`config.mk`:
```
export PLATFORM = sky130hd
export DESIGN_NAME = hsl_front
export DESIGN_NICKNAME = d
export VERILOG_FILES = /design/src/hsl_to_rgb_unit_defines.svh /design/src/hsl_pkg.sv /design/src/hsl_front.sv
export SDC_FILE = /design/constraint.sdc
export NUM_CORES = 1
export LEC_CHECK = 0
export ABC_AREA = 1
export BUFFER_PORTS_ARGS = -buffer_cell sky130_fd_sc_hd__buf_2
export CORE_MARGIN = 3
export CORE_UTILIZATION = 61
export DETAILED_ROUTE_END_ITERATION = 10
export PLACE_DENSITY_LB_ADDON = 0.05
export SLEW_MARGIN = 40
export SYNTH_ARGS = -nofsm -noshare
export SYNTH_HDL_FRONTEND = slang
export SYNTH_SLANG_ARGS = --single-unit
export TNS_END_PERCENT = 10
```
`constraint.sdc`:
```
create_clock -name vclk -period 12.2
set_input_delay 2.44 -clock vclk [all_inputs]
set_output_delay 2.44 -clock vclk [all_outputs]
set_load 0.02 [all_outputs]
```
`src/hsl_to_rgb_unit_defines.svh`:
```
// ----------------------------------------------------------------------------
// HSL to RGB unit assertion macros
// Shared concurrent assertion forms, clocked on i_clk, disabled in reset.
// ----------------------------------------------------------------------------
`ifndef HSL_TO_RGB_UNIT_DEFINES_SVH
`define HSL_TO_RGB_UNIT_DEFINES_SVH

// condition must never hold
`define HSL_ASSERT_NEVER(label, cond) \
    label: assert property (@(posedge i_clk) disable iff (!i_rst_n) !(cond)) \
        else $error("hsl: forbidden condition seen");

// antecedent must be followed by the consequent in the next cycle
`define HSL_ASSERT_NEXT(label, ante, cons) \
    label: assert property (@(posedge i_clk) disable iff (!i_rst_n) (ante) |=> (cons)) \
        else $error("hsl: expected follow-up missing");

`endif

```
`src/hsl_pkg.sv`:
```
// ----------------------------------------------------------------------------
// HSL to RGB package
// Item types, hue sextant constants and the classified item shared by the
// front end, the queue and the back end.
// ----------------------------------------------------------------------------
`default_nettype none

package hsl_pkg;

    localparam int unsigned X_W    = 19;
    localparam int unsigned FRAC_W = 17;
    localparam int unsigned CHANNELS = 3;

    localparam int unsigned CH_RED   = 0;
    localparam int unsigned CH_GREEN = 1;
    localparam int unsigned CH_BLUE  = 2;

    localparam logic [X_W-1:0] ONE_SEXT   = 19'd65536;
    localparam logic [X_W-1:0] THIRD_TURN = 19'd131072;
    localparam logic [X_W-1:0] HALF_TURN  = 19'd196608;
    localparam logic [X_W-1:0] TWO_THIRDS = 19'd262144;
    localparam logic [X_W-1:0] FULL_TURN  = 19'd393216;

    typedef struct packed {
        logic [15:0] hue;
        logic [15:0] saturation;
        logic [15:0] lightness;
    } t_hsl_item;

    typedef struct packed {
        logic [15:0] red;
        logic [15:0] green;
        logic [15:0] blue;
    } t_rgb_item;

    typedef enum logic [1:0] {
        REG_RISE,
        REG_HIGH,
        REG_FALL,
        REG_LOW
    } t_region;

    typedef struct packed {
        t_region           region;
        logic [FRAC_W-1:0] frac;
    } t_chan;

    typedef struct packed {
        logic                       gray;
        logic [15:0]                sat;
        logic [15:0]                light;
        logic [31:0]                prod;
        t_chan [CHANNELS-1:0]       chan;
    } t_cls;

    typedef struct packed {
        logic empty;
        logic full;
    } t_q_status;

endpackage

`default_nettype wire

```
`src/hsl_front.sv`:
```
// ----------------------------------------------------------------------------
// HSL front end
// Accepts items, forms lightness times saturation, offsets the hue per
// channel and sorts each channel into its ramp region.
// ----------------------------------------------------------------------------
`default_nettype none

module hsl_front (
    input  wire logic              i_valid,
    input  wire hsl_pkg::t_hsl_item i_item,
    input  wire hsl_pkg::t_q_status i_q_status,
    output logic                   o_stall,
    output logic                   o_push,
    output hsl_pkg::t_cls          o_cls
);

    function automatic hsl_pkg::t_chan classify(input logic [hsl_pkg::X_W-1:0] x);
        hsl_pkg::t_chan         c;
        logic [hsl_pkg::X_W-1:0] d;
        d        = hsl_pkg::TWO_THIRDS - x;
        c.region = hsl_pkg::REG_LOW;
        c.frac   = '0;
        if (x < hsl_pkg::ONE_SEXT) begin
            c.region = hsl_pkg::REG_RISE;
            c.frac   = {1'b0, x[15:0]};
        end else if (x < hsl_pkg::HALF_TURN) begin
            c.region = hsl_pkg::REG_HIGH;
        end else if (x < hsl_pkg::TWO_THIRDS) begin
            c.region = hsl_pkg::REG_FALL;
            c.frac   = d[hsl_pkg::FRAC_W-1:0];
        end
        return c;
    endfunction

    logic [hsl_pkg::X_W-1:0] xg;
    logic [hsl_pkg::X_W-1:0] xr_raw;
    logic [hsl_pkg::X_W-1:0] xr;
    logic [hsl_pkg::X_W-1:0] xb;

    assign o_stall = i_q_status.full;
    assign o_push  = i_valid && !i_q_status.full;

    assign xg     = {1'b0, i_item.hue, 2'b00} + {2'b00, i_item.hue, 1'b0};
    assign xr_raw = xg + hsl_pkg::THIRD_TURN;
    assign xr     = (xr_raw > hsl_pkg::FULL_TURN) ? xr_raw - hsl_pkg::FULL_TURN : xr_raw;
    assign xb     = (xg < hsl_pkg::THIRD_TURN)
                    ? xg + (hsl_pkg::FULL_TURN - hsl_pkg::THIRD_TURN)
                    : xg - hsl_pkg::THIRD_TURN;

    always_comb begin
        o_cls.gray  = (i_item.saturation == 16'd0);
        o_cls.sat   = i_item.saturation;
        o_cls.light = i_item.lightness;
        o_cls.prod  = {16'd0, i_item.lightness} * {16'd0, i_item.saturation};
        o_cls.chan[hsl_pkg::CH_RED]   = classify(xr);
        o_cls.chan[hsl_pkg::CH_GREEN] = classify(xg);
        o_cls.chan[hsl_pkg::CH_BLUE]  = classify(xb);
    end

endmodule

`default_nettype wire

```
# Word-level counts from Yosys, hierarchy flattened
# Index checks and enable logic that the tools add are counted.
# totals
regBits	0
inputBits	51
output_inout_bits	124
elab_cells	37
# op_classes
n_addsub	8
n_mul	1
order_cmp	11
muxes	14
reduce_logical	3
# op_table
op	n
19-bit two-way mux	5
19-bit by 18-bit less-than comparator with 1-bit output (second input constant)	4
19-bit by 17-bit less-than comparator with 1-bit output (second input constant)	3
19-bit less-than comparator (second input constant)	3
18-bit two-way mux	3
17-bit two-way mux	3
1-bit by 17-bit subtractor with 17-bit output (first input constant)	3
16-bit by 16-bit multiplier with 32-bit output	1
18-bit by 17-bit adder with 19-bit output	1
19-bit by 18-bit adder with 19-bit output (second input constant)	1
19-bit adder (second input constant)	1
19-bit > comparator (second input constant)	1
19-bit by 18-bit subtractor with 19-bit output (second input constant)	1
19-bit subtractor (second input constant)	1
16-bit zero test	1
2-bit two-way mux	3
1-bit logical AND	1
1-bit zero test	1

# Logic depth before layout (Yosys ltp)
# depth
depth_word	8
mapped_depth	26
ltp_nobuf	24

# Worst setup path after synthesis
# No wires, ideal clock.
# synth_timing
path_type	input port to output port
from	input port i_item[17] in the netlist's numbering
to	output port o_cls[85] in the netlist's numbering
t_arrival_ps	7880
path_slack_ps	1880
cell_stages	19
path_buffers	2
cell_sequence	clkbuf_1 -> clkbuf_1 -> nand2_1 -> fa_1 -> fa_1 -> fa_1 -> fa_1 -> inv_1 -> fa_1 -> fa_1 -> ha_1 -> a21oi_1 -> nor2_1 -> a211oi_1 -> o21ai_0 -> a21boi_0 -> o21ai_0 -> a21oi_1 -> xor2_1
# synth_lines
item	line	text
start: declaration	hsl_front.sv:10	input wire hsl_pkg::t_hsl_item i_item,
end: declaration	hsl_front.sv:14	output hsl_pkg::t_cls o_cls

==> results.py <==
metrics = {
    "run_status": {
        "outcome": "finished clean",
    },
    "global_routing": {
        "antenna_found_initial": 0,
        "grt_max_degree": 19,
        "track_usage": 0.283,
        "grt_overflow": 0,
        "grt_pass1_wl_um": 46500,
        "grt_pass1_vias": 9526,
    },
    "yosys": {
        "synth_top_family_by_area": "adder cells",
        "yosys.area.top_type_share": 0.352,
        "synth_cell_type_count": 43,
        "seq_area_frac_synth": 0,
        "synthTopCellsByArea": "fa_1 35%, nand2_1 15%, ha_1 14%",
        "postSynthAreaPerCell_sq_um": 7.03,
        "synthMuxAreaShare": 0,
        "synthXorXnorAreaFrac": 0.0276,
        "yosys.area_share.adder": 0.497,
        "synthSimpleGateAreaFrac": 0.227,
        "synth_compound_area_frac": 0.0556,
        "synth_area_sq_um": 11100,
        "synthCells": 1577,
        "ys_warn_count": 0,
        "synth_top_area_cell": "fa_1",
    },
    "critical_path": {
        "crit_type": "input port to primary output",
        "timing.critical_path.arrival_ps": 8310,
        "crit_slowest_cell": "fa_1",
        "worstPathRequired_ps": 9760,
        "path_cells": "buf_2 > nand2_1 > fa_1 > fa_1 > inv_1 > fa_1 > fa_1 > fa_1 > inv_1 > fa_1 > inv_1 > ha_1 > nand4_1 > o21ai_0 > a21boi_0 > o21ai_0 > nand2_1 > nand2_1 > xor2_1 > buf_2",
        "crit_buf_inv": 5,
        "cpMostUsedCell": "fa_1",
        "cp-end-kind": "primary output",
        "startpoint_type": "input port",
        "critPathMaxStageDelay_ps": 550,
        "cp_max_fo": 17,
        "crit_family": "adder cells",
    },
    "routing": {
        "drc": 0,
        "post_drt_wl_per_cell_um": 14.8,
        "viasPerCell": 5.25,
        "drt_first_pass_iters": 6,
        "wl_um": 27600,
        "drtIter0Drc": 735,
        "dr_total_vias": 9801,
        "ant_nets": 0,
    },
    "timing": {
        "fin_crit_sh": 0.881,
        "rsz0062_at_grt": "no",
        "max_clock_freq_ghz": 0.0930,
        "relSlewSlack": 0.514,
        "fin_crit_ps": 10750,
        "final-max-slew-violation-count": 0,
        "setup_violations": 0,
        "fin_tns_setup_ps": 0,
        "hold_violations": 0,
        "tightestPinTransition_ps": 722,
    },
    "clock_network": {
        "hold_buffers": 0,
        "postCtsSetupBuffers": 0,
        "cts-resized-gates": 0,
    },
    "finish": {
        "area_growth_pct": 5.28,
        "nClkBuffers": 0,
        "regArea_sq_um": 0,
        "diodes": 0,
        "layout_common_cells": "432 x nand2_1, 417 x inv_1, 195 x fa_1",
        "final_common_cell": "nand2_1",
        "drive_gt1_frac": 0.133,
        "design.seq.count": 0,
        "finalNetCount": 2019,
    },
    "min_path": {
        "hold_path.class": "input port to primary output",
    },
    "job": {
        "max_cap_viol_count": 0,
    },
    "placed_design": {
        "gp_congestion": 0.958,
        "hpwl_um": 22500,
        "port_buffers": 171,
    },
    "floorplan": {
        "start_util": 0.632,
        "die_area_sq_um": 19800,
        "rows": 48,
        "ios": 175,
        "die_h_um": 141,
        "core_sq_um": 17500,
        "die_w_um": 141,
    },
}
[final timing paths]
path / from / endpoint / cells after the start
hold / removal: i_q_status[0] / o_stall / 2
setup / recovery: i_item[12] / o_cls[81] / 20
[cell families after synthesis]
family	after synthesis
buf+inv	526
fa+ha+maj	323
simple gates	585
xor+xnor	35
compound gates	107
other cells	1
[cell usage after synthesis, drive strengths merged]
cell,number
a211oi,1
a21boi,1
a21o,4
a21oi,42
a31oi,3
and2,2
buf,43
clkbuf,64
conb,1
fa,195
ha,128
inv,419
nand2,452
nand3,48
nand3b,4
nand4,11
nor2,56
nor3,10
nor4,2
o21a,1
o21ai,21
o21bai,2
o221ai,2
o22ai,28
o31ai,2
xnor2,11
xor2,24
[stage by stage]
step | cell area [sq um] | instances | utilization | hold WS (ps) | setup WS (ps)
after floorplan | 11100 | 1579 | - | 4960 | 1880
after global placement | 11700 | 1868 | 0.665 | 5110 | 1580
after detailed placement | 11700 | 1868 | 0.665 | 5120 | 1500
after CTS | 11700 | 1868 | 0.665 | 5120 | 1470
after global routing | 11700 | 1868 | 0.666 | 5130 | 968
final | 11700 | 1868 | 0.666 | 5110 | 1450
[per-layer routing]
layer,global-route usage,routed length [um]
met2,0.465,12900
met4,0.0418,446
met5,0,0
met3,0.0305,2540
met1,0.416,11700
[area by class of cell]
cell class | count | area [sq um]
fill | 1629 | 5860
inverter | 419 | 1570
multi-input combinational | 1053 | 8960
tap | 225 | 282
timing repair buffer | 171 | 856
Power is left out: the tool's default activity adds up to more than one toggle a clock period on the data nets, which glitch-free logic cannot reach.
