`config.mk`:
```
export PLATFORM = sky130hd
export DESIGN_NAME = hsl_queue
export DESIGN_NICKNAME = d
export VERILOG_FILES = /design/src/hsl_to_rgb_unit_defines.svh /design/src/hsl_pkg.sv /design/src/hsl_queue.sv
export SDC_FILE = /design/constraint.sdc
export NUM_CORES = 1
export LEC_CHECK = 0
export BUFFER_PORTS_ARGS = -buffer_cell sky130_fd_sc_hd__buf_4
export CELL_PAD_IN_SITES_DETAIL_PLACEMENT = 0
export CELL_PAD_IN_SITES_GLOBAL_PLACEMENT = 1
export CORE_ASPECT_RATIO = 1.25
export CORE_MARGIN = 2
export CORE_UTILIZATION = 50
export CTS_CLUSTER_SIZE = 24
export DETAILED_ROUTE_END_ITERATION = 10
export GPL_TIMING_DRIVEN = 0
export HOLD_SLACK_MARGIN = 0.03
export PLACE_DENSITY_LB_ADDON = 0.1
export SLEW_MARGIN = 20
export SYNTH_ARGS = -nofsm -noshare
export SYNTH_HDL_FRONTEND = slang
export SYNTH_SLANG_ARGS = --single-unit
export TNS_END_PERCENT = 10
```
`constraint.sdc`:
```
create_clock -name i_clk -period 4.6 [get_ports i_clk]
set_input_delay 0.23 -clock i_clk [delete_from_list [all_inputs] [get_ports i_clk]]
set_output_delay 0.23 -clock i_clk [all_outputs]
set_load 0.05 [all_outputs]
```
`src/hsl_to_rgb_unit_defines.svh`:
```
// ----------------------------------------------------------------------------
// HSL to RGB unit assertion macros
// Shared concurrent assertion forms, clocked on i_clk, disabled in reset.
// ----------------------------------------------------------------------------
`ifndef HSL_TO_RGB_UNIT_DEFINES_SVH
`define HSL_TO_RGB_UNIT_DEFINES_SVH

// condition must never hold
`define HSL_ASSERT_NEVER(label, cond) \
    label: assert property (@(posedge i_clk) disable iff (!i_rst_n) !(cond)) \
        else $error("hsl: forbidden condition seen");

// antecedent must be followed by the consequent in the next cycle
`define HSL_ASSERT_NEXT(label, ante, cons) \
    label: assert property (@(posedge i_clk) disable iff (!i_rst_n) (ante) |=> (cons)) \
        else $error("hsl: expected follow-up missing");

`endif

```
`src/hsl_pkg.sv`:
```
// ----------------------------------------------------------------------------
// HSL to RGB package
// Item types, hue sextant constants and the classified item shared by the
// front end, the queue and the back end.
// ----------------------------------------------------------------------------
`default_nettype none

package hsl_pkg;

    localparam int unsigned X_W    = 19;
    localparam int unsigned FRAC_W = 17;
    localparam int unsigned CHANNELS = 3;

    localparam int unsigned CH_RED   = 0;
    localparam int unsigned CH_GREEN = 1;
    localparam int unsigned CH_BLUE  = 2;

    localparam logic [X_W-1:0] ONE_SEXT   = 19'd65536;
    localparam logic [X_W-1:0] THIRD_TURN = 19'd131072;
    localparam logic [X_W-1:0] HALF_TURN  = 19'd196608;
    localparam logic [X_W-1:0] TWO_THIRDS = 19'd262144;
    localparam logic [X_W-1:0] FULL_TURN  = 19'd393216;

    typedef struct packed {
        logic [15:0] hue;
        logic [15:0] saturation;
        logic [15:0] lightness;
    } t_hsl_item;

    typedef struct packed {
        logic [15:0] red;
        logic [15:0] green;
        logic [15:0] blue;
    } t_rgb_item;

    typedef enum logic [1:0] {
        REG_RISE,
        REG_HIGH,
        REG_FALL,
        REG_LOW
    } t_region;

    typedef struct packed {
        t_region           region;
        logic [FRAC_W-1:0] frac;
    } t_chan;

    typedef struct packed {
        logic                       gray;
        logic [15:0]                sat;
        logic [15:0]                light;
        logic [31:0]                prod;
        t_chan [CHANNELS-1:0]       chan;
    } t_cls;

    typedef struct packed {
        logic empty;
        logic full;
    } t_q_status;

endpackage

`default_nettype wire

```
`src/hsl_queue.sv`:
```
// ----------------------------------------------------------------------------
// HSL classified item queue
// Short register queue between front and back ends; head read directly.
// ----------------------------------------------------------------------------
`default_nettype none

module hsl_queue #(
    parameter int unsigned DEPTH = 4
) (
    input  wire logic          i_clk,
    input  wire logic          i_rst_n,
    input  wire logic          i_push,
    input  wire hsl_pkg::t_cls i_data,
    input  wire logic          i_pop,
    output hsl_pkg::t_cls      o_data,
    output hsl_pkg::t_q_status o_status
);

    localparam int unsigned PTR_W = (DEPTH > 1) ? $clog2(DEPTH) : 1;
    localparam int unsigned CNT_W = $clog2(DEPTH + 1);

    hsl_pkg::t_cls     r_mem [DEPTH];
    logic [PTR_W-1:0]  r_wr;
    logic [PTR_W-1:0]  r_rd;
    logic [CNT_W-1:0]  r_count;
    logic [PTR_W-1:0]  n_wr;
    logic [PTR_W-1:0]  n_rd;
    logic [CNT_W-1:0]  n_count;

    assign o_status.empty = (r_count == '0);
    assign o_status.full  = (r_count == CNT_W'(DEPTH));
    assign o_data         = r_mem[r_rd];

    always_comb begin
        n_wr    = r_wr;
        n_rd    = r_rd;
        n_count = r_count;
        if (i_push) begin
            n_wr = (r_wr == PTR_W'(DEPTH - 1)) ? '0 : r_wr + 1'b1;
        end
        if (i_pop) begin
            n_rd = (r_rd == PTR_W'(DEPTH - 1)) ? '0 : r_rd + 1'b1;
        end
        if (i_push && !i_pop) begin
            n_count = r_count + 1'b1;
        end else if (i_pop && !i_push) begin
            n_count = r_count - 1'b1;
        end
    end

    always_ff @(posedge i_clk) begin
        if (!i_rst_n) begin
            r_wr    <= '0;
            r_rd    <= '0;
            r_count <= '0;
        end else begin
            r_wr    <= n_wr;
            r_rd    <= n_rd;
            r_count <= n_count;
        end
    end

    always_ff @(posedge i_clk) begin
        if (i_push) begin
            r_mem[r_wr] <= i_data;
        end
    end

endmodule

`default_nettype wire

```
Word level (Yosys, flattened, before mapping):

Memories as Yosys holds them, arrays and structs flattened. A register that Yosys moved wholly into a read port is not among the register bits.
Index checks and enable logic that the tools add are counted.

* register bits: 7
* bits in latches: 0
* RAM bits: 488
* bits in read-only memories: 0
* bits of input ports: 126
* output and inout bits: 124
* word-level logic and storage cells: 25
* memories: 1

Memory list
* r_mem: words 4, bits a word 122, rd ports 1, clocked after Yosys merged registers in 1, write ports 1, RTL line hsl_queue.sv:22 `hsl_pkg::t_cls r_mem [DEPTH];`

* $add $sub $neg: 4
* $mul: 0
* div/mod/pow operators: 0
* order comparisons: 0
* equality and inequality tests: 3
* shift-type cells: 0
* multiplexer cells: 8
* bitwise gates (word level): 0
* reductions and logical operators: 6

Operators with widths (number)
* 2-bit 2-to-1 mux: 4
* 3-bit 2-to-1 mux: 2
* 2-bit by 1-bit adder with 2-bit output (second input constant): 2
* 2-bit == test (second input constant): 2
* 3-bit by 1-bit adder with 3-bit output (second input constant): 1
* 3-bit == test (second input constant): 1
* 3-bit logical NOT: 1
* 3-bit by 1-bit subtractor with 3-bit output (second input constant): 1
* 1-bit logical AND: 2
* 1-bit logical NOT: 2
* 1-bit 2-to-1 mux: 2
* 2-bit nonzero test: 1

Depth between registers and ports, before layout:

* word-level depth: 4
* depth in mapped cells: 7
* depth with buffers taken out: 7

Worst setup path before layout:

No wires, ideal clock.

* kind: flip-flop to flip-flop
* from: register r_wr[0]
* to: memory r_mem[3][0] (netlist bit), enable pin
* data arrival time: 3.347 ns
* required time: 4.105 ns
* setup slack: 0.758 ns
* cell stages (with the launch flop): 3
* buffers on the path: 0
* path through: dfxtp_1 ha_1 and2_1

RTL lines
* from (decl): RTL line hsl_queue.sv:23 `logic [PTR_W-1:0] r_wr;`
* from (signal assigned): RTL line hsl_queue.sv:57 `r_wr <= n_wr;`
* to (decl): RTL line hsl_queue.sv:22

Straight into the memory's write port.

==> flow_metrics.tcl <==
set metrics [dict create \
    status "finished, final reports clean" \
    path_max_fanout 10 \
    synth_area_um2 18100 \
    synth_compound_area_share_pct 0.111 \
    wl_per_cell_um 21.3 \
    min_path_type "in -> reg" \
    placed_area_um2 20800 \
    final_max_slew_viol_count 0 \
    post-cts-setup-buffers 0 \
    io_pins 250 \
    seq_area_frac_synth_pct 82.1 \
    via_count 8575 \
    grt_max_degree 49 \
    grtUsageTotal_pct 18.6 \
    gp_congestion 0.733 \
    slew_headroom_pct 56.0 \
    fin_skew_ns 0.0163 \
    die_area_um2 37700 \
    synthCells 682 \
    synthAdderAreaFrac_pct 0.527 \
    yosys.area_share.simple_pct 0.499 \
    cts_tree "yes" \
    cts_inserted_buffers 47 \
    power.density_nw_per_um2 449 \
    clock_sinks 497 \
    synth_top_family_by_area "multiplexers" \
    synthMuxAreaShare_pct 15.4 \
    syn_area_per_cell_um2 26.5 \
    ys_warn_count 0 \
    drtPass1Iterations 4 \
    syn-num-nets 815 \
    crit_path_start_kind "flop" \
    grt_pass1_wl_um 53000 \
    seqPwrFrac_pct 49.5 \
    postLayoutCellArea_um2 23500 \
    pwr-share-comb_pct 14.5 \
    core_um2 35500 \
    worstSetupPathType "reg -> out" \
    area_growth_pct 30.3 \
    htree_levels 2 \
    drive_above_1_share_pct 40.9 \
    p_int_w 0.00805 \
    drc 0 \
    fin_cells 1622 \
    fin_tns_setup_ns 0 \
    row_count 77 \
    synth.distinct_cells 22 \
    grt_pass1_vias 9442 \
    drtIter0Drc 563 \
    clk_path_buf_depth 3 \
    timing.hold.ws_ns 0.419 \
    drtAntennaViolNets 0 \
    cp.arrival_ns 2.47 \
    finalCriticalPeriod_ns 2.70 \
    setup_viol 0 \
    leakagePower_nw 8.05 \
    fp.dieH_um 216 \
    synth_seq_cells 497 \
    via_per_inst 5.29 \
    vdd_drop_max_mv 0.330 \
    grt_overflow 0 \
    antennaDiodeCount 0 \
    port_buffers 249 \
    p_switching_w 0.00252 \
    totalWireLength_um 34600 \
    min_period_over_period_pct 58.7 \
    tightest_slew_ns 0.660 \
    synth_xor_area_share_pct 0.0970 \
    initial_core_util_pct 50.9 \
    placedCellCount 1413 \
    cp_data_required_time_ns 4.37 \
    post-dp-hpwl_um 21600 \
    switching_share_pct 23.8 \
    maxCapViolCount 0 \
    clockRootBuffer "clkbuf_16" \
    antenna_found_initial 0 \
    path_clk_slew_ns 0.06 \
    finalNetCount 1246 \
    die_w_um 174 \
    clockPowerShare_pct 36.0 \
    worstSetupEndpointType "primary output" \
    hold_viol_final 0 \
    insertion_delay_ns 0.55 \
    fmax_mhz 370 \
    rsz0062_at_grt "false" \
]
==> final timing paths <==
kind	startpoint	end	slack (ns)	depth (start not counted)
worst max-delay path	flop	o_data[54]	1.90	5
worst min-delay path	i_data[1]	r_mem[2][1]	0.42	2
worst max register to register	r_wr[0]	r_mem[3][62]	2.68	3
worst min register to register	r_count[2]	r_count[2]	0.53	2
==> critical path: stages (launching register included) <==
cell      delay (ns)
dfxtp_1         0.30
clkbuf_1        0.27
buf_2           0.40
buf_2           0.34
mux4_2          0.37
buf_4           0.21
==> placed cells by master (no fill, tap or decap), types with 2 or more instances in the layout <==
cell and n:
clkinv_2 8, bufinv_16 6, clkbuf_1 18, clkbuf_16 49, ha_1 6, and2_4 4, nor3_1 2, edfxtp_1 488
nor2b_1 5, dlygate4sd3_1 125, mux4_2 122, buf_4 249, buf_2 13, mux2i_1 4, buf_16 8, buf_6 9
clkinv_1 7, dfxtp_1 9, inv_1 4
==> power by group through the flow <==
stage	clock network [W]	logic (W)	registers, W
global placement	0	0.00140	0.00536
global route	0.00408	0.00160	0.00525
CTS	0.00390	0.00155	0.00524
finish	0.00380	0.00153	0.00524
floorplan	0	0.000950	0.00534
detailed placement	0	0.00146	0.00533
==> routing by layer <==
layer	wire [um]	up-vias	GRT usage, %
li1	-	3814	-
met1	12900	4474	21.3
met2	18800	232	34.2
met3	2200	55	4.82
met4	743	0	5.66
met5	0	-	0
==> cells in the mapped netlist <==
| library cell | number | area, um^2 |
|---|---|---|
| xnor2_1 | 1 | 8.76 |
| nor2b_1 | 5 | 31.3 |
| nor3b_1 | 1 | 7.51 |
| dfxtp_1 | 9 | 180 |
| mux2i_1 | 4 | 40.0 |
| buf_6 | 9 | 101 |
| and2_1 | 5 | 31.3 |
| mux4_2 | 122 | 2750 |
| clkbuf_1 | 5 | 18.8 |
| o21a_1 | 1 | 7.51 |
| a21boi_0 | 1 | 7.51 |
| nor2_1 | 1 | 3.75 |
| or3_1 | 1 | 6.26 |
| xor2_1 | 1 | 8.76 |
| o21ai_0 | 1 | 5.00 |
| ha_1 | 6 | 75.1 |
| buf_2 | 13 | 65.1 |
| fa_1 | 1 | 20.0 |
| nor3_1 | 2 | 10.0 |
| inv_1 | 4 | 15.0 |
| buf_8 | 1 | 15.0 |
| edfxtp_1 | 488 | 14700 |
==> final cells by class <==
class	instances	area (um^2)
Clock inverter	22	254
Buffer	28	200
Sequential cell	497	14800
Fill cell	2355	11900
Clock buffer	62	1270
Tap cell	474	593
Timing Repair Buffer	382	3340
Multi-Input combinational cell	153	3020
Inverter	4	15.0
==> sequential cells by signal, indices dropped and copies added (netlist names), named ones only <==
name and cells:
r_rd 2, r_mem 488, r_count 3, r_wr 2
==> cell families (layout without fill, tap and decap cells) <==
group	Yosys count	count (layout)
compound gates	3	3
xor+xnor	2	2
fa+ha+maj	7	7
buf+inv	32	498
flops	497	497
mux	126	126
simple gates	15	15
==> through the flow <==
| stage | util (%) | total power [W] | setup slack [ns] |
|---|---|---|---|
| after floorplan | - | 0.00629 | 0.758 |
| after global placement | 57.9 | 0.00676 | -1.24 |
| after detailed placement | 58.5 | 0.00679 | 2.37 |
| after CTS | 66.4 | 0.0107 | 1.77 |
| after global routing | 66.4 | 0.0109 | 1.75 |
| final | 66.4 | 0.0106 | 1.90 |
==> repair_timing <==
item,in CTS,in global routing
hold buffers,125,0
resized for setup,0,0
hold endpoints to repair,497,0
Power figures use the tool's default switching activity.
