==> src/hsl_to_rgb_unit_defines.svh <==
// ----------------------------------------------------------------------------
// HSL to RGB unit assertion macros
// Shared concurrent assertion forms, clocked on i_clk, disabled in reset.
// ----------------------------------------------------------------------------
`ifndef HSL_TO_RGB_UNIT_DEFINES_SVH
`define HSL_TO_RGB_UNIT_DEFINES_SVH

// condition must never hold
`define HSL_ASSERT_NEVER(label, cond) \
    label: assert property (@(posedge i_clk) disable iff (!i_rst_n) !(cond)) \
        else $error("hsl: forbidden condition seen");

// antecedent must be followed by the consequent in the next cycle
`define HSL_ASSERT_NEXT(label, ante, cons) \
    label: assert property (@(posedge i_clk) disable iff (!i_rst_n) (ante) |=> (cons)) \
        else $error("hsl: expected follow-up missing");

`endif

==> src/hsl_pkg.sv <==
// ----------------------------------------------------------------------------
// HSL to RGB package
// Item types, hue sextant constants and the classified item shared by the
// front end, the queue and the back end.
// ----------------------------------------------------------------------------
`default_nettype none

package hsl_pkg;

    localparam int unsigned X_W    = 19;
    localparam int unsigned FRAC_W = 17;
    localparam int unsigned CHANNELS = 3;

    localparam int unsigned CH_RED   = 0;
    localparam int unsigned CH_GREEN = 1;
    localparam int unsigned CH_BLUE  = 2;

    localparam logic [X_W-1:0] ONE_SEXT   = 19'd65536;
    localparam logic [X_W-1:0] THIRD_TURN = 19'd131072;
    localparam logic [X_W-1:0] HALF_TURN  = 19'd196608;
    localparam logic [X_W-1:0] TWO_THIRDS = 19'd262144;
    localparam logic [X_W-1:0] FULL_TURN  = 19'd393216;

    typedef struct packed {
        logic [15:0] hue;
        logic [15:0] saturation;
        logic [15:0] lightness;
    } t_hsl_item;

    typedef struct packed {
        logic [15:0] red;
        logic [15:0] green;
        logic [15:0] blue;
    } t_rgb_item;

    typedef enum logic [1:0] {
        REG_RISE,
        REG_HIGH,
        REG_FALL,
        REG_LOW
    } t_region;

    typedef struct packed {
        t_region           region;
        logic [FRAC_W-1:0] frac;
    } t_chan;

    typedef struct packed {
        logic                       gray;
        logic [15:0]                sat;
        logic [15:0]                light;
        logic [31:0]                prod;
        t_chan [CHANNELS-1:0]       chan;
    } t_cls;

    typedef struct packed {
        logic empty;
        logic full;
    } t_q_status;

endpackage

`default_nettype wire

==> src/hsl_back.sv <==
// ----------------------------------------------------------------------------
// HSL back end
// Four-stage pipeline: high level, low level and span, ramp products,
// then level selection, rounding, saturation and the output register.
// ----------------------------------------------------------------------------
`default_nettype none

module hsl_back (
    input  wire logic               i_clk,
    input  wire logic               i_rst_n,
    input  wire hsl_pkg::t_cls      i_cls,
    input  wire hsl_pkg::t_q_status i_q_status,
    output logic                    o_pop,
    output logic                    o_valid,
    input  wire logic               i_stall,
    output hsl_pkg::t_rgb_item      o_item
);

    localparam int unsigned NCH = hsl_pkg::CHANNELS;

    logic advance;

    logic r_vld1;
    logic r_vld2;
    logic r_vld3;
    logic r_out_vld;

    // stage 1
    logic                   r_gray1;
    logic [15:0]            r_light1;
    logic [31:0]            r_hi1;
    hsl_pkg::t_chan [NCH-1:0] r_chan1;
    // stage 2
    logic                   r_gray2;
    logic [15:0]            r_light2;
    logic [31:0]            r_hi2;
    logic [31:0]            r_lo2;
    logic [31:0]            r_span2;
    hsl_pkg::t_chan [NCH-1:0] r_chan2;
    // stage 3
    logic                   r_gray3;
    logic [15:0]            r_light3;
    logic [31:0]            r_hi3;
    logic [31:0]            r_lo3;
    logic [31:0]            r_slope3 [NCH];
    hsl_pkg::t_region       r_region3 [NCH];
    // output
    hsl_pkg::t_rgb_item     r_out;

    logic [32:0]            hi_wide;
    logic [32:0]            lo_wide;
    logic [32:0]            span_wide;
    logic [48:0]            ramp [NCH];
    logic [15:0]            level [NCH];
    hsl_pkg::t_rgb_item     n_out;

    assign advance = !r_out_vld || !i_stall;
    assign o_pop   = advance && !i_q_status.empty;
    assign o_valid = r_out_vld;
    assign o_item  = r_out;

    always_comb begin
        if (!i_cls.light[15]) begin
            hi_wide = {1'b0, i_cls.light, 16'd0} + {1'b0, i_cls.prod};
        end else begin
            hi_wide = {({1'b0, i_cls.light} + {1'b0, i_cls.sat}), 16'd0}
                      - {1'b0, i_cls.prod};
        end
    end

    assign lo_wide   = {r_light1, 17'd0} - {1'b0, r_hi1};
    assign span_wide = {r_hi1, 1'b0} - {r_light1, 17'd0};

    always_comb begin
        for (int c = 0; c < NCH; c++) begin
            ramp[c] = {17'd0, r_span2} * {32'd0, r_chan2[c].frac};
        end
    end

    always_comb begin
        logic [31:0] v;
        logic [32:0] rnd;
        for (int c = 0; c < NCH; c++) begin
            unique case (r_region3[c]) inside
                hsl_pkg::REG_RISE,
                hsl_pkg::REG_FALL: v = r_lo3 + r_slope3[c];
                hsl_pkg::REG_HIGH: v = r_hi3;
                hsl_pkg::REG_LOW:  v = r_lo3;
                default:           v = r_lo3;
            endcase
            rnd = {1'b0, v} + 33'd32768;
            if (r_gray3) begin
                level[c] = r_light3;
            end else if (rnd[32]) begin
                level[c] = 16'hFFFF;
            end else begin
                level[c] = rnd[31:16];
            end
        end
        n_out.red   = level[hsl_pkg::CH_RED];
        n_out.green = level[hsl_pkg::CH_GREEN];
        n_out.blue  = level[hsl_pkg::CH_BLUE];
    end

    always_ff @(posedge i_clk) begin
        if (!i_rst_n) begin
            r_vld1    <= 1'b0;
            r_vld2    <= 1'b0;
            r_vld3    <= 1'b0;
            r_out_vld <= 1'b0;
        end else if (advance) begin
            r_vld1    <= !i_q_status.empty;
            r_vld2    <= r_vld1;
            r_vld3    <= r_vld2;
            r_out_vld <= r_vld3;
        end
    end

    always_ff @(posedge i_clk) begin
        if (advance) begin
            r_gray1  <= i_cls.gray;
            r_light1 <= i_cls.light;
            r_hi1    <= hi_wide[31:0];
            r_chan1  <= i_cls.chan;

            r_gray2  <= r_gray1;
            r_light2 <= r_light1;
            r_hi2    <= r_hi1;
            r_lo2    <= lo_wide[31:0];
            r_span2  <= span_wide[31:0];
            r_chan2  <= r_chan1;

            r_gray3  <= r_gray2;
            r_light3 <= r_light2;
            r_hi3    <= r_hi2;
            r_lo3    <= r_lo2;
            for (int c = 0; c < NCH; c++) begin
                r_slope3[c]  <= ramp[c][47:16];
                r_region3[c] <= r_chan2[c].region;
            end

            r_out <= n_out;
        end
    end

endmodule

`default_nettype wire

==> config.mk <==
export PLATFORM = sky130hd
export DESIGN_NAME = hsl_back
export DESIGN_NICKNAME = d
export VERILOG_FILES = /design/src/hsl_to_rgb_unit_defines.svh /design/src/hsl_pkg.sv /design/src/hsl_back.sv
export SDC_FILE = /design/constraint.sdc
export NUM_CORES = 2
export LEC_CHECK = 0
export ABC_AREA = 1
export BUFFER_PORTS_ARGS = -buffer_cell sky130_fd_sc_hd__buf_2
export CORE_ASPECT_RATIO = 0.6
export CORE_MARGIN = 2
export CORE_UTILIZATION = 35
export CTS_CLUSTER_SIZE = 25
export DETAILED_ROUTE_END_ITERATION = 6
export GPL_ROUTABILITY_DRIVEN = 1
export PLACE_DENSITY = 0.61
export SLEW_MARGIN = 40
export SYNTH_ARGS = -nofsm -noshare
export SYNTH_HDL_FRONTEND = slang
export SYNTH_SLANG_ARGS = --single-unit
==> constraint.sdc <==
create_clock -name i_clk -period 30.1 [get_ports i_clk]
set_clock_uncertainty 0.2 [all_clocks]
set_input_delay 4.515 -clock i_clk [delete_from_list [all_inputs] [get_ports i_clk]]
set_output_delay 4.515 -clock i_clk [all_outputs]
set_load 0.05 [all_outputs]
# Yosys cells after proc, flatten, opt, wreduce, memory -nomap -nowiden
# Memory sizes are Yosys's and may differ from the RTL's.
# Cells that the tools add are included.
[totals]
reg_bits = 409
ramBits = 102
in_bits = 127
out_inout_bits = 50
word_cells = 76
n_memories = 2
[mem_list]
columns = ["memory", "depth", "width", "rd", "rd_clocked_by_memory_dff", "wr", "line_no", "text"]
rows = [
  ["r_slope3", 3, 32, 3, 0, 3, "hsl_back.sv:45", "logic [31:0] r_slope3 [NCH];"],
  ["r_region3", 3, 2, 3, 0, 3, "hsl_back.sv:46", "hsl_pkg::t_region r_region3 [NCH];"],
]
[classes]
addsub = 11
n_mul = 3
eq_ne = 6
mux = 12
reduce_logical = 11
[ops]
columns = ["op", "n"]
rows = [
  ["32-bit case mux with 2 select lines", 3],
  ["32-bit by 17-bit multiplier with 48-bit output", 3],
  ["32-bit adder", 4],
  ["32-bit by 16-bit adder with 33-bit output, second input constant", 3],
  ["16-bit two-way mux", 6],
  ["32-bit subtractor", 3],
  ["32-bit two-way mux", 1],
  ["16-bit adder", 1],
  ["2-bit by 1-bit == test with 1-bit output, second input constant", 3],
  ["2-bit == test, second input constant", 3],
  ["2-bit zero test", 3],
  ["2-bit OR reduction", 3],
  ["1-bit zero test", 3],
  ["1-bit two-way mux", 2],
  ["1-bit logical AND", 1],
  ["1-bit logical OR", 1],
]

# Logic depth before layout (Yosys ltp)
# An unclocked memory read counts as a cell.
[depth]
ltp_word = 7
mapped_depth = 30
mapped_depth_nobuf = 29

# Worst setup path after synthesis
# No wires, ideal clock.
[synth_timing]
path_kind = "input to output"
startpoint = "in i_stall"
endpoint = "out o_pop"
arrival_time_ns = 17.029
required_time_ns = 25.385
path_slack_ns = 8.356
path_stages = 3
path_buffers = 0
cell_sequence = "nand2_1 inv_1 nor2_1"
[synth_via]
elab_chain_len = 3
[synth_rtl]
columns = ["element", "line_no", "text"]
rows = [
  ["start: declaration", "hsl_back.sv:15", "input wire logic i_stall,"],
  ["1-bit zero test", "hsl_back.sv:57", "assign advance = !r_out_vld || !i_stall;"],
  ["1-bit logical OR", "hsl_back.sv:57", ""],
  ["1-bit logical AND", "hsl_back.sv:58", "assign o_pop = advance && !i_q_status.empty;"],
  ["end: declaration", "hsl_back.sv:13", "output logic o_pop,"],
]
# Every way passes these cells.

# Worst setup path after layout
# Ends and elaborated chain as after synthesis.

==> reports/summary.txt <==
Arrival @ worst endpoint = 5.85 ns
commonest non-fill, non-tap cell in the layout = nand2_1
CP Class = input pin to primary output
post-route cell area = 0.0857 mm^2
CTS buffer count = 52
die area = 0.232 mm^2
Worst Hold Class = flop to flop
Worst slew margin = 40.1%
Final Setup Violations = 0
simple logic cell fraction of the synthesized area = 18.9%
Clock Path Buffers = 3
largest family of logic cells by synthesized area = adder cells
total vias in the final route = 63214
Ys Warns = 0
top post-synthesis cells by area = fa_1 (33%), edfxtp_1 (18%), nand2_1 (14%), inv_1 (14%), ha_1 (8.1%)
Synth Area in Adders = 40.7%
Die Ht = 374 um
Seq/Total Area, Yosys = 18.0%
run status = completed
first-pass GRT wire length = 383 mm
ys async rst share = 0%
CTS sink count = 478
initial antenna violation count = 8
First-pass DRT Iterations = 7
drt total wl = 247 mm
post-synthesis compound-gate area fraction = 4.78%
number of gates resized after cts = 0
via count of the first global-routing pass = 62850
peak fanout along the critical path = 51
FP Rows = 135
Post-Syn Instances = 10216
CTS H-tree lvls = 2
gr ovfl total = 0
pin count of the biggest net entering global routing = 73
Reg clk slew, reported paths = 0.07 ns
nets@finish = 12140
number of flops mapped to enable cells by yosys = 474
unique cell type count in the Yosys netlist = 54
MaxCap Viol Count = 0
Final HPWL DP = 194 mm
Yosys top cell area share = 32.6%
DR WL/cell = 18.6 um
Synth Flop Type = edfxtp_1
Pins Over Slew Limit = 0
final RePlAce weighted congestion = 0.961
clk_lat worst skew = 0.70 ns
Crit. End Element = primary output
DRC = 0
Cell Area, Synth = 0.0797 mm^2
post-synthesis xor/xnor area fraction = 2.33%
Detailed Route Iter0 Violations = 6006
Vias/cell = 4.77
remaining antenna violation count = 0
synthesis-to-layout area growth = 7.56%
post-layout min period = 10.57 ns
RSZ-0062 raised after global routing = false
area post-placement = 0.0839 mm^2
GRT Util Overall = 21.6%
core area = 0.226 mm^2
Top-Level Pins = 177
CTS root buf = clkbuf_16
post-synth top area cell = fa_1
f_max = 94.6 MHz
syn_nets = 12155
Worst Path Required = 25.39 ns
#FFs+latches synth = 478
CTS tree = done
layout cells sized above 1 = 4.80%
Tcrit/Tclk final = 35.1%
Final Hold Viols = 0
Startpoint Class = input pin
Die W = 620 um
setup_tns = 0 ns
starting utilization of the core area = 35.3%
Worst Tran Pin Value = 0.893 ns
post-synthesis mux area share = 0.0126%
Mean Syn Cell Area = 7.80 um^2
hold_buf cts = 0
Post CTS Setup Buffer Count = 0
number of port buffers = 175
commonest non-fill, non-tap cells in the layout = nand2_1 (2935), inv_1 (2880), fa_1 (1296)
r2r setup slk = 22.46 ns
## kinds of logic after synthesis
kind of cell               after synthesis
muxes                                    1
adders and majority gates             1812
and+or+nand+nor                       3767
buffers and inverters                 3263
xor gates and xnor gates               212
AOI/OAI and AO/OA                      683
DFF                                    478
## synth_stat cells, types with 9 or more instances
master / instances
edfxtp_1: 474
clkbuf_1: 294
a21o_1: 16
nand2_1: 2936
inv_2: 17
inv_1: 2880
nand2_2: 24
nor2_2: 33
nand3b_1: 9
xnor2_1: 73
nor2_1: 390
and2_1: 13
buf_1: 57
o21ai_0: 162
xor2_1: 139
a211oi_1: 11
o21a_1: 21
a31oi_1: 34
fa_1: 1296
nand4_1: 41
o21ai_1: 10
o22ai_1: 51
nor2_4: 9
nor3_1: 51
nor4_1: 13
a21oi_1: 326
nand3_1: 218
o21bai_1: 12
ha_1: 516
## critical path: stages
cell	delay, ns
buf_2	0.11
nand2_4	0.56
inv_1	0.22
nor2_1	0.16
buf_2	0.28
## sequential cells by signal, summed over array words and instances (netlist names), 31 cells and up
register,count
r_hi1,32
r_chan2,57
r_chan1,57
r_slope3,96
r_lo3,31
o_item,48
r_hi2,32
r_lo2,31
## path summary, 6_finish.rpt
kind / startpoint / to / cells after the start
max: i_stall / o_pop / 5
min: r_lo2[8]$_DFFE_PN_ / r_lo3[8]$_DFFE_PN_ / 0
max reg2reg: r_hi2[12]$_DFFE_PN_ / r_slope3[0][63]$_DFFE_PN_ / 21
min reg2reg: r_lo2[8]$_DFFE_PN_ / r_lo3[8]$_DFFE_PN_ / 0
## cell type report
cell class                 instances  area [um^2]
fill                           23498       140000
multi-input combinational       6475        53100
sequential                       478        14300
inverter                        2899        10900
tap                             3014         3770
timing repair buffer             295         1870
clock buffer                      55         1310
clock inverter                    41          463
antenna                            1         2.50
## per-stage QoR
stage               hold slack, ns  std cells  util, %  setup slack (ns)
detailed placement           0.205      13159     37.1             19.51
floorplan                    0.200      10216        -              8.36
CTS                          0.205      13255     37.9             19.51
global route                 0.215      13257     37.9             19.38
finish                       0.194      13258     37.9             19.53
global placement             0.200      13151     37.1             19.52
## per-layer routing
metal	vias to the layer above	track usage [%]	wire, um
met5	-	0.165	113
met3	209	5.96	28600
met2	2589	30.1	96100
met4	12	3.20	3590
met1	30608	33.5	119000
li1	29796	-	-
Power is not shown: default switching activity piles up to over one toggle a cycle in this logic, so the estimate is an artifact.
